`src/rtl/core/cwd_pkg.sv`:
```
// cwd_pkg: shared types, width codes and the non-spacing interval table
// for the display width pipeline. No dependencies.

package cwd_pkg;

    localparam int CP_W          = 21;
    localparam int NS_TABLE_LEN  = 142;
    localparam int CWD_COMBINING_INTERVALS = 142;
    localparam int MATCH_GROUP   = 16;

    typedef logic [CP_W-1:0]   t_cp;
    typedef logic signed [2:0] t_width;

    localparam t_width W_CTRL   = 3'sb111;
    localparam t_width W_ZERO   = 3'sb000;
    localparam t_width W_NARROW = 3'sb001;
    localparam t_width W_WIDE   = 3'sb010;

    typedef struct packed {
        logic [CP_W-1:0] lo;
        logic [CP_W-1:0] hi;
    } t_span;

    // sorted non-spacing (combining) intervals, inclusive bounds
    localparam t_span NS_TABLE [NS_TABLE_LEN] = '{
        '{21'h00300, 21'h0036F}, '{21'h00483, 21'h00486}, '{21'h00488, 21'h00489},
        '{21'h00591, 21'h005BD}, '{21'h005BF, 21'h005BF}, '{21'h005C1, 21'h005C2},
        '{21'h005C4, 21'h005C5}, '{21'h005C7, 21'h005C7}, '{21'h00600, 21'h00603},
        '{21'h00610, 21'h00615}, '{21'h0064B, 21'h0065E}, '{21'h00670, 21'h00670},
        '{21'h006D6, 21'h006E4}, '{21'h006E7, 21'h006E8}, '{21'h006EA, 21'h006ED},
        '{21'h0070F, 21'h0070F}, '{21'h00711, 21'h00711}, '{21'h00730, 21'h0074A},
        '{21'h007A6, 21'h007B0}, '{21'h007EB, 21'h007F3}, '{21'h00901, 21'h00902},
        '{21'h0093C, 21'h0093C}, '{21'h00941, 21'h00948}, '{21'h0094D, 21'h0094D},
        '{21'h00951, 21'h00954}, '{21'h00962, 21'h00963}, '{21'h00981, 21'h00981},
        '{21'h009BC, 21'h009BC}, '{21'h009C1, 21'h009C4}, '{21'h009CD, 21'h009CD},
        '{21'h009E2, 21'h009E3}, '{21'h00A01, 21'h00A02}, '{21'h00A3C, 21'h00A3C},
        '{21'h00A41, 21'h00A42}, '{21'h00A47, 21'h00A48}, '{21'h00A4B, 21'h00A4D},
        '{21'h00A70, 21'h00A71}, '{21'h00A81, 21'h00A82}, '{21'h00ABC, 21'h00ABC},
        '{21'h00AC1, 21'h00AC5}, '{21'h00AC7, 21'h00AC8}, '{21'h00ACD, 21'h00ACD},
        '{21'h00AE2, 21'h00AE3}, '{21'h00B01, 21'h00B01}, '{21'h00B3C, 21'h00B3C},
        '{21'h00B3F, 21'h00B3F}, '{21'h00B41, 21'h00B43}, '{21'h00B4D, 21'h00B4D},
        '{21'h00B56, 21'h00B56}, '{21'h00B82, 21'h00B82}, '{21'h00BC0, 21'h00BC0},
        '{21'h00BCD, 21'h00BCD}, '{21'h00C3E, 21'h00C40}, '{21'h00C46, 21'h00C48},
        '{21'h00C4A, 21'h00C4D}, '{21'h00C55, 21'h00C56}, '{21'h00CBC, 21'h00CBC},
        '{21'h00CBF, 21'h00CBF}, '{21'h00CC6, 21'h00CC6}, '{21'h00CCC, 21'h00CCD},
        '{21'h00CE2, 21'h00CE3}, '{21'h00D41, 21'h00D43}, '{21'h00D4D, 21'h00D4D},
        '{21'h00DCA, 21'h00DCA}, '{21'h00DD2, 21'h00DD4}, '{21'h00DD6, 21'h00DD6},
        '{21'h00E31, 21'h00E31}, '{21'h00E34, 21'h00E3A}, '{21'h00E47, 21'h00E4E},
        '{21'h00EB1, 21'h00EB1}, '{21'h00EB4, 21'h00EB9}, '{21'h00EBB, 21'h00EBC},
        '{21'h00EC8, 21'h00ECD}, '{21'h00F18, 21'h00F19}, '{21'h00F35, 21'h00F35},
        '{21'h00F37, 21'h00F37}, '{21'h00F39, 21'h00F39}, '{21'h00F71, 21'h00F7E},
        '{21'h00F80, 21'h00F84}, '{21'h00F86, 21'h00F87}, '{21'h00F90, 21'h00F97},
        '{21'h00F99, 21'h00FBC}, '{21'h00FC6, 21'h00FC6}, '{21'h0102D, 21'h01030},
        '{21'h01032, 21'h01032}, '{21'h01036, 21'h01037}, '{21'h01039, 21'h01039},
        '{21'h01058, 21'h01059}, '{21'h01160, 21'h011FF}, '{21'h0135F, 21'h0135F},
        '{21'h01712, 21'h01714}, '{21'h01732, 21'h01734}, '{21'h01752, 21'h01753},
        '{21'h01772, 21'h01773}, '{21'h017B4, 21'h017B5}, '{21'h017B7, 21'h017BD},
        '{21'h017C6, 21'h017C6}, '{21'h017C9, 21'h017D3}, '{21'h017DD, 21'h017DD},
        '{21'h0180B, 21'h0180D}, '{21'h018A9, 21'h018A9}, '{21'h01920, 21'h01922},
        '{21'h01927, 21'h01928}, '{21'h01932, 21'h01932}, '{21'h01939, 21'h0193B},
        '{21'h01A17, 21'h01A18}, '{21'h01B00, 21'h01B03}, '{21'h01B34, 21'h01B34},
        '{21'h01B36, 21'h01B3A}, '{21'h01B3C, 21'h01B3C}, '{21'h01B42, 21'h01B42},
        '{21'h01B6B, 21'h01B73}, '{21'h01DC0, 21'h01DCA}, '{21'h01DFE, 21'h01DFF},
        '{21'h0200B, 21'h0200F}, '{21'h0202A, 21'h0202E}, '{21'h02060, 21'h02063},
        '{21'h0206A, 21'h0206F}, '{21'h020D0, 21'h020EF}, '{21'h0302A, 21'h0302F},
        '{21'h03099, 21'h0309A}, '{21'h0A806, 21'h0A806}, '{21'h0A80B, 21'h0A80B},
        '{21'h0A825, 21'h0A826}, '{21'h0FB1E, 21'h0FB1E}, '{21'h0FE00, 21'h0FE0F},
        '{21'h0FE20, 21'h0FE23}, '{21'h0FEFF, 21'h0FEFF}, '{21'h0FFF9, 21'h0FFFB},
        '{21'h10A01, 21'h10A03}, '{21'h10A05, 21'h10A06}, '{21'h10A0C, 21'h10A0F},
        '{21'h10A38, 21'h10A3A}, '{21'h10A3F, 21'h10A3F}, '{21'h1D167, 21'h1D169},
        '{21'h1D173, 21'h1D182}, '{21'h1D185, 21'h1D18B}, '{21'h1D1AA, 21'h1D1AD},
        '{21'h1D242, 21'h1D244}, '{21'h0E0001 & 21'h1FFFFF, 21'h0E0001 & 21'h1FFFFF},
        '{21'h0E0020 & 21'h1FFFFF, 21'h0E007F & 21'h1FFFFF},
        '{21'h0E0100 & 21'h1FFFFF, 21'h0E01EF & 21'h1FFFFF}
    };

endpackage

```
`src/rtl/core/cwd_match.sv`:
```
// cwd_match: two-stage non-spacing interval matcher.
// Depends on cwd_pkg for the interval table and group size.

module cwd_match #(
    parameter int COMBINING_INTERVALS = cwd_pkg::CWD_COMBINING_INTERVALS,
    localparam int N_USED = (COMBINING_INTERVALS < cwd_pkg::NS_TABLE_LEN) ?
                            COMBINING_INTERVALS : cwd_pkg::NS_TABLE_LEN,
    localparam int N_GROUPS = (N_USED + cwd_pkg::MATCH_GROUP - 1) / cwd_pkg::MATCH_GROUP
) (
    input  logic                 i_clk,
    input  cwd_pkg::t_cp         i_code_point,
    output logic [N_GROUPS-1:0]  o_group_hit
);
    import cwd_pkg::*;

    logic [N_USED-1:0]   n_hit;
    logic [N_USED-1:0]   r_hit;
    logic [N_GROUPS-1:0] n_group_hit;
    logic [N_GROUPS-1:0] r_group_hit;

    // stage a: one range compare per interval
    always_comb begin
        for (int i = 0; i < N_USED; i++) begin
            n_hit[i] = (i_code_point >= NS_TABLE[i].lo) && (i_code_point <= NS_TABLE[i].hi);
        end
    end

    // stage b: or-reduce each group of hits
    always_comb begin
        for (int g = 0; g < N_GROUPS; g++) begin
            n_group_hit[g] = 1'b0;
            for (int k = 0; k < MATCH_GROUP; k++) begin
                if (g * MATCH_GROUP + k < N_USED) begin
                    n_group_hit[g] = n_group_hit[g] | r_hit[g * MATCH_GROUP + k];
                end
            end
        end
    end

    always_ff @(posedge i_clk) begin
        r_hit       <= n_hit;
        r_group_hit <= n_group_hit;
    end

    assign o_group_hit = r_group_hit;

endmodule

```
`src/rtl/core/char_display_width_top.sv`:
```
// char_display_width_top: terminal column width of one code point per cycle while busy is low.
// Depends on cwd_pkg and cwd_match.

// One code point is taken on every clock cycle in which start is high and busy is
// low; its width comes out on o_column_width, marked by a one-cycle o_strobe, in
// request order. Width is -1 for controls, 0 for nul and combining marks, 1 for
// normal and 2 for East Asian wide characters. Each request passes registered
// steps in order: parallel range compares against the combining table, group
// reduction, and a merge of the class flags into the result. The sustained rate
// is one request per cycle while busy is low. The receiver cannot stall, so
// nothing is held back: busy is high only while reset is held and in the first
// cycle after it is released.

module char_display_width_top #(
    parameter int COMBINING_INTERVALS = cwd_pkg::CWD_COMBINING_INTERVALS
) (
    input  logic             i_clk,
    input  logic             i_rst_n,
    input  logic             start,
    output logic             busy,
    input  cwd_pkg::t_cp     i_code_point,
    output logic             o_strobe,
    output cwd_pkg::t_width  o_column_width
);
    import cwd_pkg::*;

    localparam int N_USED   = (COMBINING_INTERVALS < NS_TABLE_LEN) ?
                              COMBINING_INTERVALS : NS_TABLE_LEN;
    localparam int N_GROUPS = (N_USED + MATCH_GROUP - 1) / MATCH_GROUP;

    // class flags that ride alongside the interval matcher
    typedef struct packed {
        logic nul;
        logic ctrl;
        logic wide;
    } t_class;

    logic                r_ready;
    logic                accept;
    t_class              n_cls1;
    t_class              r_cls1;
    t_class              r_cls2;
    logic                r_v1;
    logic                r_v2;
    logic                r_strobe;
    t_width              n_width;
    t_width              r_width;
    logic [N_GROUPS-1:0] group_hit;

    assign accept = start && !busy;
    assign busy   = !r_ready;

    // stage 1: nul, control and wide classification, in parallel with the interval compares
    always_comb begin
        n_cls1.nul  = (i_code_point == '0);
        n_cls1.ctrl = (i_code_point < 21'h00020) ||
                      ((i_code_point >= 21'h0007F) && (i_code_point <= 21'h0009F));
        n_cls1.wide = ((i_code_point >= 21'h01100) && (i_code_point <= 21'h0115F)) ||
                      (i_code_point == 21'h02329) || (i_code_point == 21'h0232A) ||
                      ((i_code_point >= 21'h02E80) && (i_code_point <= 21'h0A4CF) &&
                       (i_code_point != 21'h0303F)) ||
                      ((i_code_point >= 21'h0AC00) && (i_code_point <= 21'h0D7A3)) ||
                      ((i_code_point >= 21'h0F900) && (i_code_point <= 21'h0FAFF)) ||
                      ((i_code_point >= 21'h0FE10) && (i_code_point <= 21'h0FE19)) ||
                      ((i_code_point >= 21'h0FE30) && (i_code_point <= 21'h0FE6F)) ||
                      ((i_code_point >= 21'h0FF00) && (i_code_point <= 21'h0FF60)) ||
                      ((i_code_point >= 21'h0FFE0) && (i_code_point <= 21'h0FFE6)) ||
                      ((i_code_point >= 21'h20000) && (i_code_point <= 21'h2FFFD)) ||
                      ((i_code_point >= 21'h30000) && (i_code_point <= 21'h3FFFD));
    end

    // stages 1 and 2 of the combining-mark search
    cwd_match #(
        .COMBINING_INTERVALS (COMBINING_INTERVALS)
    ) u_match (
        .i_clk        (i_clk),
        .i_code_point (i_code_point),
        .o_group_hit  (group_hit)
    );

    // stage 3: priority merge, nul before control before combining before wide
    always_comb begin
        if (r_cls2.nul) begin
            n_width = W_ZERO;
        end else if (r_cls2.ctrl) begin
            n_width = W_CTRL;
        end else if (|group_hit) begin
            n_width = W_ZERO;
        end else if (r_cls2.wide) begin
            n_width = W_WIDE;
        end else begin
            n_width = W_NARROW;
        end
    end

    // valid bits, cleared by reset
    always_ff @(posedge i_clk) begin
        if (!i_rst_n) begin
            r_ready  <= 1'b0;
            r_v1     <= 1'b0;
            r_v2     <= 1'b0;
            r_strobe <= 1'b0;
        end else begin
            r_ready  <= 1'b1;
            r_v1     <= accept;
            r_v2     <= r_v1;
            r_strobe <= r_v2;
        end
    end

    // payload, no reset needed
    always_ff @(posedge i_clk) begin
        r_cls1  <= n_cls1;
        r_cls2  <= r_cls1;
        r_width <= n_width;
    end

    assign o_strobe       = r_strobe;
    assign o_column_width = r_width;

    // every request gets a result strobe
    a_latency : assert property (@(posedge i_clk) disable iff (!i_rst_n)
        accept |-> ##3 o_strobe)
        else $error("request did not produce a result after three cycles");

    // no result strobe without a matching earlier request
    a_no_phantom : assert property (@(posedge i_clk) disable iff (!i_rst_n)
        o_strobe |-> $past(accept, 3))
        else $error("result strobe without a matching request");

    // nul always measures zero columns
    a_nul_zero : assert property (@(posedge i_clk) disable iff (!i_rst_n)
        (o_strobe && $past(accept, 3) && ($past(i_code_point, 3) == '0))
        |-> (o_column_width == W_ZERO))
        else $error("nul did not give zero width");

    // supplementary ideographic plane is wide
    a_plane2_wide : assert property (@(posedge i_clk) disable iff (!i_rst_n)
        (o_strobe && $past(accept, 3) && ($past(i_code_point, 3) >= 21'h20000) &&
         ($past(i_code_point, 3) <= 21'h2FFFD))
        |-> (o_column_width == W_WIDE))
        else $error("plane 2 ideograph not reported wide");

    // output code is one of the four width codes
    a_code_range : assert property (@(posedge i_clk) disable iff (!i_rst_n)
        o_strobe |-> (o_column_width == W_CTRL) || (o_column_width == W_ZERO) ||
                     (o_column_width == W_NARROW) || (o_column_width == W_WIDE))
        else $error("column width code out of range");

endmodule
```
`config.mk`:
```
export PLATFORM = sky130hd
export DESIGN_NAME = char_display_width_top
export DESIGN_NICKNAME = d
export VERILOG_FILES = /design/src/rtl/core/cwd_pkg.sv /design/src/rtl/core/cwd_match.sv /design/src/rtl/core/char_display_width_top.sv
export SDC_FILE = /design/constraint.sdc
export NUM_CORES = 1
export LEC_CHECK = 0
export ABC_AREA = 1
export BUFFER_PORTS_ARGS = -buffer_cell sky130_fd_sc_hd__buf_2
export CAP_MARGIN = 25
export CELL_PAD_IN_SITES_DETAIL_PLACEMENT = 1
export CELL_PAD_IN_SITES_GLOBAL_PLACEMENT = 1
export CORE_MARGIN = 10
export CORE_UTILIZATION = 40
export DETAILED_ROUTE_END_ITERATION = 10
export PLACE_DENSITY = 0.76
export SYNTH_ARGS = -nofsm -noshare
export SYNTH_HDL_FRONTEND = slang
export SYNTH_HIERARCHICAL = 1
export SYNTH_SLANG_ARGS = --single-unit
```
`constraint.sdc`:
```
create_clock -name i_clk -period 1.6 [get_ports i_clk]
set_input_delay 0.24 -clock i_clk [delete_from_list [all_inputs] [get_ports i_clk]]
set_output_delay 0.24 -clock i_clk [all_outputs]
set_load 0.02 [all_outputs]
```
==> impl_metrics.csv, run 1 <==
group,metric,value,unit
synthesis,syn-num-nets,1891,
synthesis,synth_edf_count,0,
run_status,status,"stopped before the end",
clocking,cts_made_buffers,17,
synthesis,syn_inst,1867,
placed_design,pre_cts_ws,-874,ps
global_routing,grt_pass1_wl,171000,um
placed_design,dp.cells,2770,
floorplan,pin_count,29,
clocking,clockBufferDepth,2,
synthesis,synth_common_cells,"nand2_1 (488), nor2_1 (332), inv_1 (193)",
global_routing,track_usage,0.682,
synthesis,synth-main-ff-cell,"dfxtp_1",
synthesis,async_flop_share,0,
run_status,stop_error,"[ERROR GRT-0116] Global routing finished with congestion. Check the congestion regions in the DRC Viewer.",
synthesis,synth.avg_cell_area,5.86,um2
synthesis,yosys.area.top_type,"dfxtp_1",
synthesis,yosysMostFrequentCell,"nand2_1",
clocking,clockRootBuffer,"clkbuf_16",
floorplan,die_y,185,um
global_routing,grt_max_degree,19,
placed_design,portBuffers,28,
synthesis,synth.top_cell.area_share,0.300,
synthesis,ys_ff_latch,164,
floorplan,rows,60,
clocking,clock_sinks,164,
synthesis,ys_warn_count,6,
floorplan,start_util,0.406,
clocking,htreeDepth,4,
floorplan,die-width,185,um
synthesis,synth_cell_types,39,
synthesis,synthTopCellsByArea,"dfxtp_1 (30%), nand2_1 (17%), nor2_1 (11%)",
placed_design,gp_congestion,1.34,
run_status,stop_stage,"global routing",
synthesis,synth_area,10900,um2
placed_design,hpwl,65900,um
global_routing,grt.overflow.total,98,
synthesis,yosysSeqAreaShare,0.300,
global_routing,grt_pass1_vias,23300,
==> per-stage QoR <==
stage	setup TNS (ps)	area, um2
after floorplan	0	10900
after detailed placement	-39680	15800
after global placement	-27350	15800
after CTS	0	16400
==> kinds of logic after synthesis <==
logic type	after synthesis	synth area share
buf+inv	265	0.0996
simple gates	1262	0.516
flops	164	0.300
compound gates	176	0.0845
==> what timing repair did <==
action                     CTS
resized for setup           15
hold buffers                 1
buffers inserted             0
setup endpoints to repair   21
hold endpoints to repair     3
==> metal layers <==
metal | track usage | GRT overflow
met5 | 0.345 | 1
met4 | 0.670 | 35
met3 | 0.557 | 2
met2 | 0.833 | 60
met1 | 0.665 | 0
==> run 2: changes to the inputs <==
--- a/config.mk
+++ b/config.mk
@@ -8,12 +8,10 @@
 export ABC_AREA = 1
 export BUFFER_PORTS_ARGS = -buffer_cell sky130_fd_sc_hd__buf_2
 export CAP_MARGIN = 25
-export CELL_PAD_IN_SITES_DETAIL_PLACEMENT = 1
-export CELL_PAD_IN_SITES_GLOBAL_PLACEMENT = 1
 export CORE_MARGIN = 10
-export CORE_UTILIZATION = 40
+export CORE_UTILIZATION = 29
 export DETAILED_ROUTE_END_ITERATION = 10
-export PLACE_DENSITY = 0.76
+export PLACE_DENSITY_LB_ADDON = 0.15
 export SYNTH_ARGS = -nofsm -noshare
 export SYNTH_HDL_FRONTEND = slang
 export SYNTH_HIERARCHICAL = 1
==> constraint.sdc (replaced) <==
create_clock -name i_clk -period 2.1 [get_ports i_clk]
set_input_delay 0.315 -clock i_clk [delete_from_list [all_inputs] [get_ports i_clk]]
set_output_delay 0.315 -clock i_clk [all_outputs]
set_load 0.02 [all_outputs]
==> impl_metrics.csv, run 2 <==
group,metric,value,unit
timing,finalHoldViolCount,0,
clocking,cts_setup_buffers,0,
placed_design,pre_cts_ws,-495,ps
pwr,power_leakage,7.34,nW
pwr,seq_power_share,0.391,
worst_setup_path,crit_type,"in -> reg",
finish,final_cell_mix,"nand2_1 (488), buf_4 (425), nor2_1 (328)",
clocking,clk_latency,490,ps
synthesis,syn_inst,1867,
finish,max_flop_register,"u_match/r_hit",
synthesis,synth_area,10900,um2
synthesis,synth.avg_cell_area,5.86,um2
worst_setup_path,reg2reg_from,"u_match/r_hit[116]",
finish,final_core_util,0.415,
finish,area_growth,42.0,%
routing,initialDrtViolationCount,2297,
global_routing,grt_pass1_wl,110000,um
routing,post_drt_wl_per_cell,28.3,um
routing,vias,15600,
pwr,max-vdd-ir-drop,0.532,mV
run_status,status,"complete, no violations",
floorplan,die_y,214,um
worst_hold_path,hp-start,"start",
timing,finClkSkew,25.6,ps
pwr,p_int,5.38,mW
synthesis,syn-num-nets,1891,
pwr,p_per_area,517,nW/um2
finish,regArea,3280,um2
clocking,path_clk_slew,70,ps
global_routing,antenna_found_initial,6,
worst_setup_path,cp_max_fo,7,
pwr,power.total,8.03,mW
finish,largest_register_ffs,142,
run,maxCapViolations,0,
worst_setup_path,cp.arrival,2480,ps
pwr,p_comb_frac,0.196,
timing,max_freq,485,MHz
pwr,switching_share,0.330,
worst_setup_path,required,2520,ps
worst_setup_path,critPathLaunchType,"primary input",
clocking,clockBufferDepth,2,
global_routing,grt.overflow.total,0,
floorplan,pin_count,29,
routing,ant_nets,0,
pwr,p_clk_frac,0.412,
synthesis,synth_edf_count,0,
placed_design,hpwl,67300,um
finish,drive_above_1_share,0.252,
finish,fillers,4207,
synthesis,yosys.area.top_type,"dfxtp_1",
timing,period_minus_slack,2060,ps
clocking,clockRootBuffer,"clkbuf_16",
synthesis,synth_common_cells,"nand2_1 (488), nor2_1 (332), inv_1 (193)",
clocking,cts_made_buffers,17,
floorplan,die-area,45900,um2
clocking,clock_sinks,164,
worst_hold_path,min_path_type,"in -> reg",
synthesis,yosysSeqAreaShare,0.300,
finish,layout_commonest_cell,"nand2_1",
routing,routed_wl,80000,um
synthesis,synthTopCellsByArea,"dfxtp_1 (30%), nand2_1 (17%), nor2_1 (11%)",
synthesis,ys_warn_count,6,
worst_setup_path,critPathLaunch,"i_code_point[1]",
global_routing,grt_pass1_vias,14800,
finish,final_nets,2329,
timing,max_slew_margin,0.432,
synthesis,synth.top_cell.area_share,0.300,
synthesis,async_flop_share,0,
timing,tightest_slew,845,ps
pwr,switchingPower,2.65,mW
routing,via_per_inst,5.50,
floorplan,die-width,214,um
timing,finalWorstSetupSlack,36.9,ps
worst_setup_path,cp-end-kind,"flip-flop",
timing,rsz0062_at_grt,"no",
routing,drtPass1Iterations,8,
floorplan,core,37400,um2
clocking,htreeDepth,4,
global_routing,track_usage,0.337,
synthesis,synth_cell_types,39,
synthesis,ys_ff_latch,164,
finish,multiInputGateArea,6580,um2
global_routing,grt_max_degree,46,
floorplan,start_util,0.292,
timing,slew_violations,0,
clocking,cts_tree,"done",
routing,drc,0,
floorplan,rows,71,
timing,finalSetupViolations,0,
placed_design,gp_congestion,1.17,
synthesis,synth-main-ff-cell,"dfxtp_1",
placed_design,portBuffers,28,
synthesis,yosysMostFrequentCell,"nand2_1",
timing,fin_crit_sh,0.982,
run 2: cell counts after synthesis:
Identical to the previous run, type by type.
run 2: layout make-up:
cell class,instances,share of cell area
clock inverters,12,0.00870
flip-flops and latches,164,0.211
multi-input cells,1438,0.424
diodes,1,0.000161
repair buffers,468,0.233
inverters,216,0.0523
well taps,511,0.0412
clock buffers,20,0.0294
run 2: final timing paths:
| path | slack (ps) | cells after the start | endpoint |
|---|---|---|---|
| max | 40 | 10 | u_match/r_hit[100] |
| min | 70 | 2 | r_v1 |
| max reg2reg | 520 | 2 | u_match/o_group_hit[7] |
| min reg2reg | 330 | 0 | r_cls2[2] |
run 2: power by group through the flow:
stage / Clock, mW / Sequential (mW) / Combinational [mW]
after floorplan: 0 / 3.22 / 0.525
after detailed placement: 0 / 3.21 / 1.49
after CTS: 3.36 / 3.14 / 1.50
after global routing: 3.46 / 3.14 / 1.61
after global placement: 0 / 3.21 / 1.51
final: 3.31 / 3.14 / 1.58
run 2: cells by family after synthesis:
logic type / share of synthesized area
AOI/OAI and AO/OA: 0.0845
buffers and inverters: 0.0996
and+or+nand+nor: 0.516
DFF: 0.300
run 2: timing repair:
action / CTS / global route
hold buffers: 1 / 0
setup endpoints to repair: 1 / 6
gates resized for setup: 1 / 4
cloned: 0 / 0
endpoints found under the hold margin: 1 / 0
run 2: per-layer routing:
metal	vias to the layer above	part of all wire	track usage	wire length, um
met5	-	0.00044	0	35
met4	6	0.078	0.236	6230
met3	278	0.11	0.0969	8480
met2	1002	0.41	0.484	32600
met1	7296	0.41	0.427	32700
li1	6994	-	-	-
run 2: critical path, cell delays in order:
cell     delay [ps]
buf_2           170
buf_4           160
inv_1           110
nand2_1         110
inv_1           150
nand2_1          90
buf_4           140
nor3_1          300
nor4b_1         720
buf_4           220
run 2: metrics by stage:
step | area (um2) | hold slack, ps | cells | TNS (ps)
2_1_floorplan | 10900 | 310 | 1867 | 0
3_3_place_gp | 14900 | 313 | 2796 | -9320
3_5_place_dp | 14900 | 316 | 2796 | -7270
4_1_cts | 15500 | 51.3 | 2829 | 0
5_1_grt | 15500 | 84.5 | 2829 | 0
6_report | 15500 | 70.0 | 2830 | 0
Note: power is estimated with default switching activity, not from simulation.
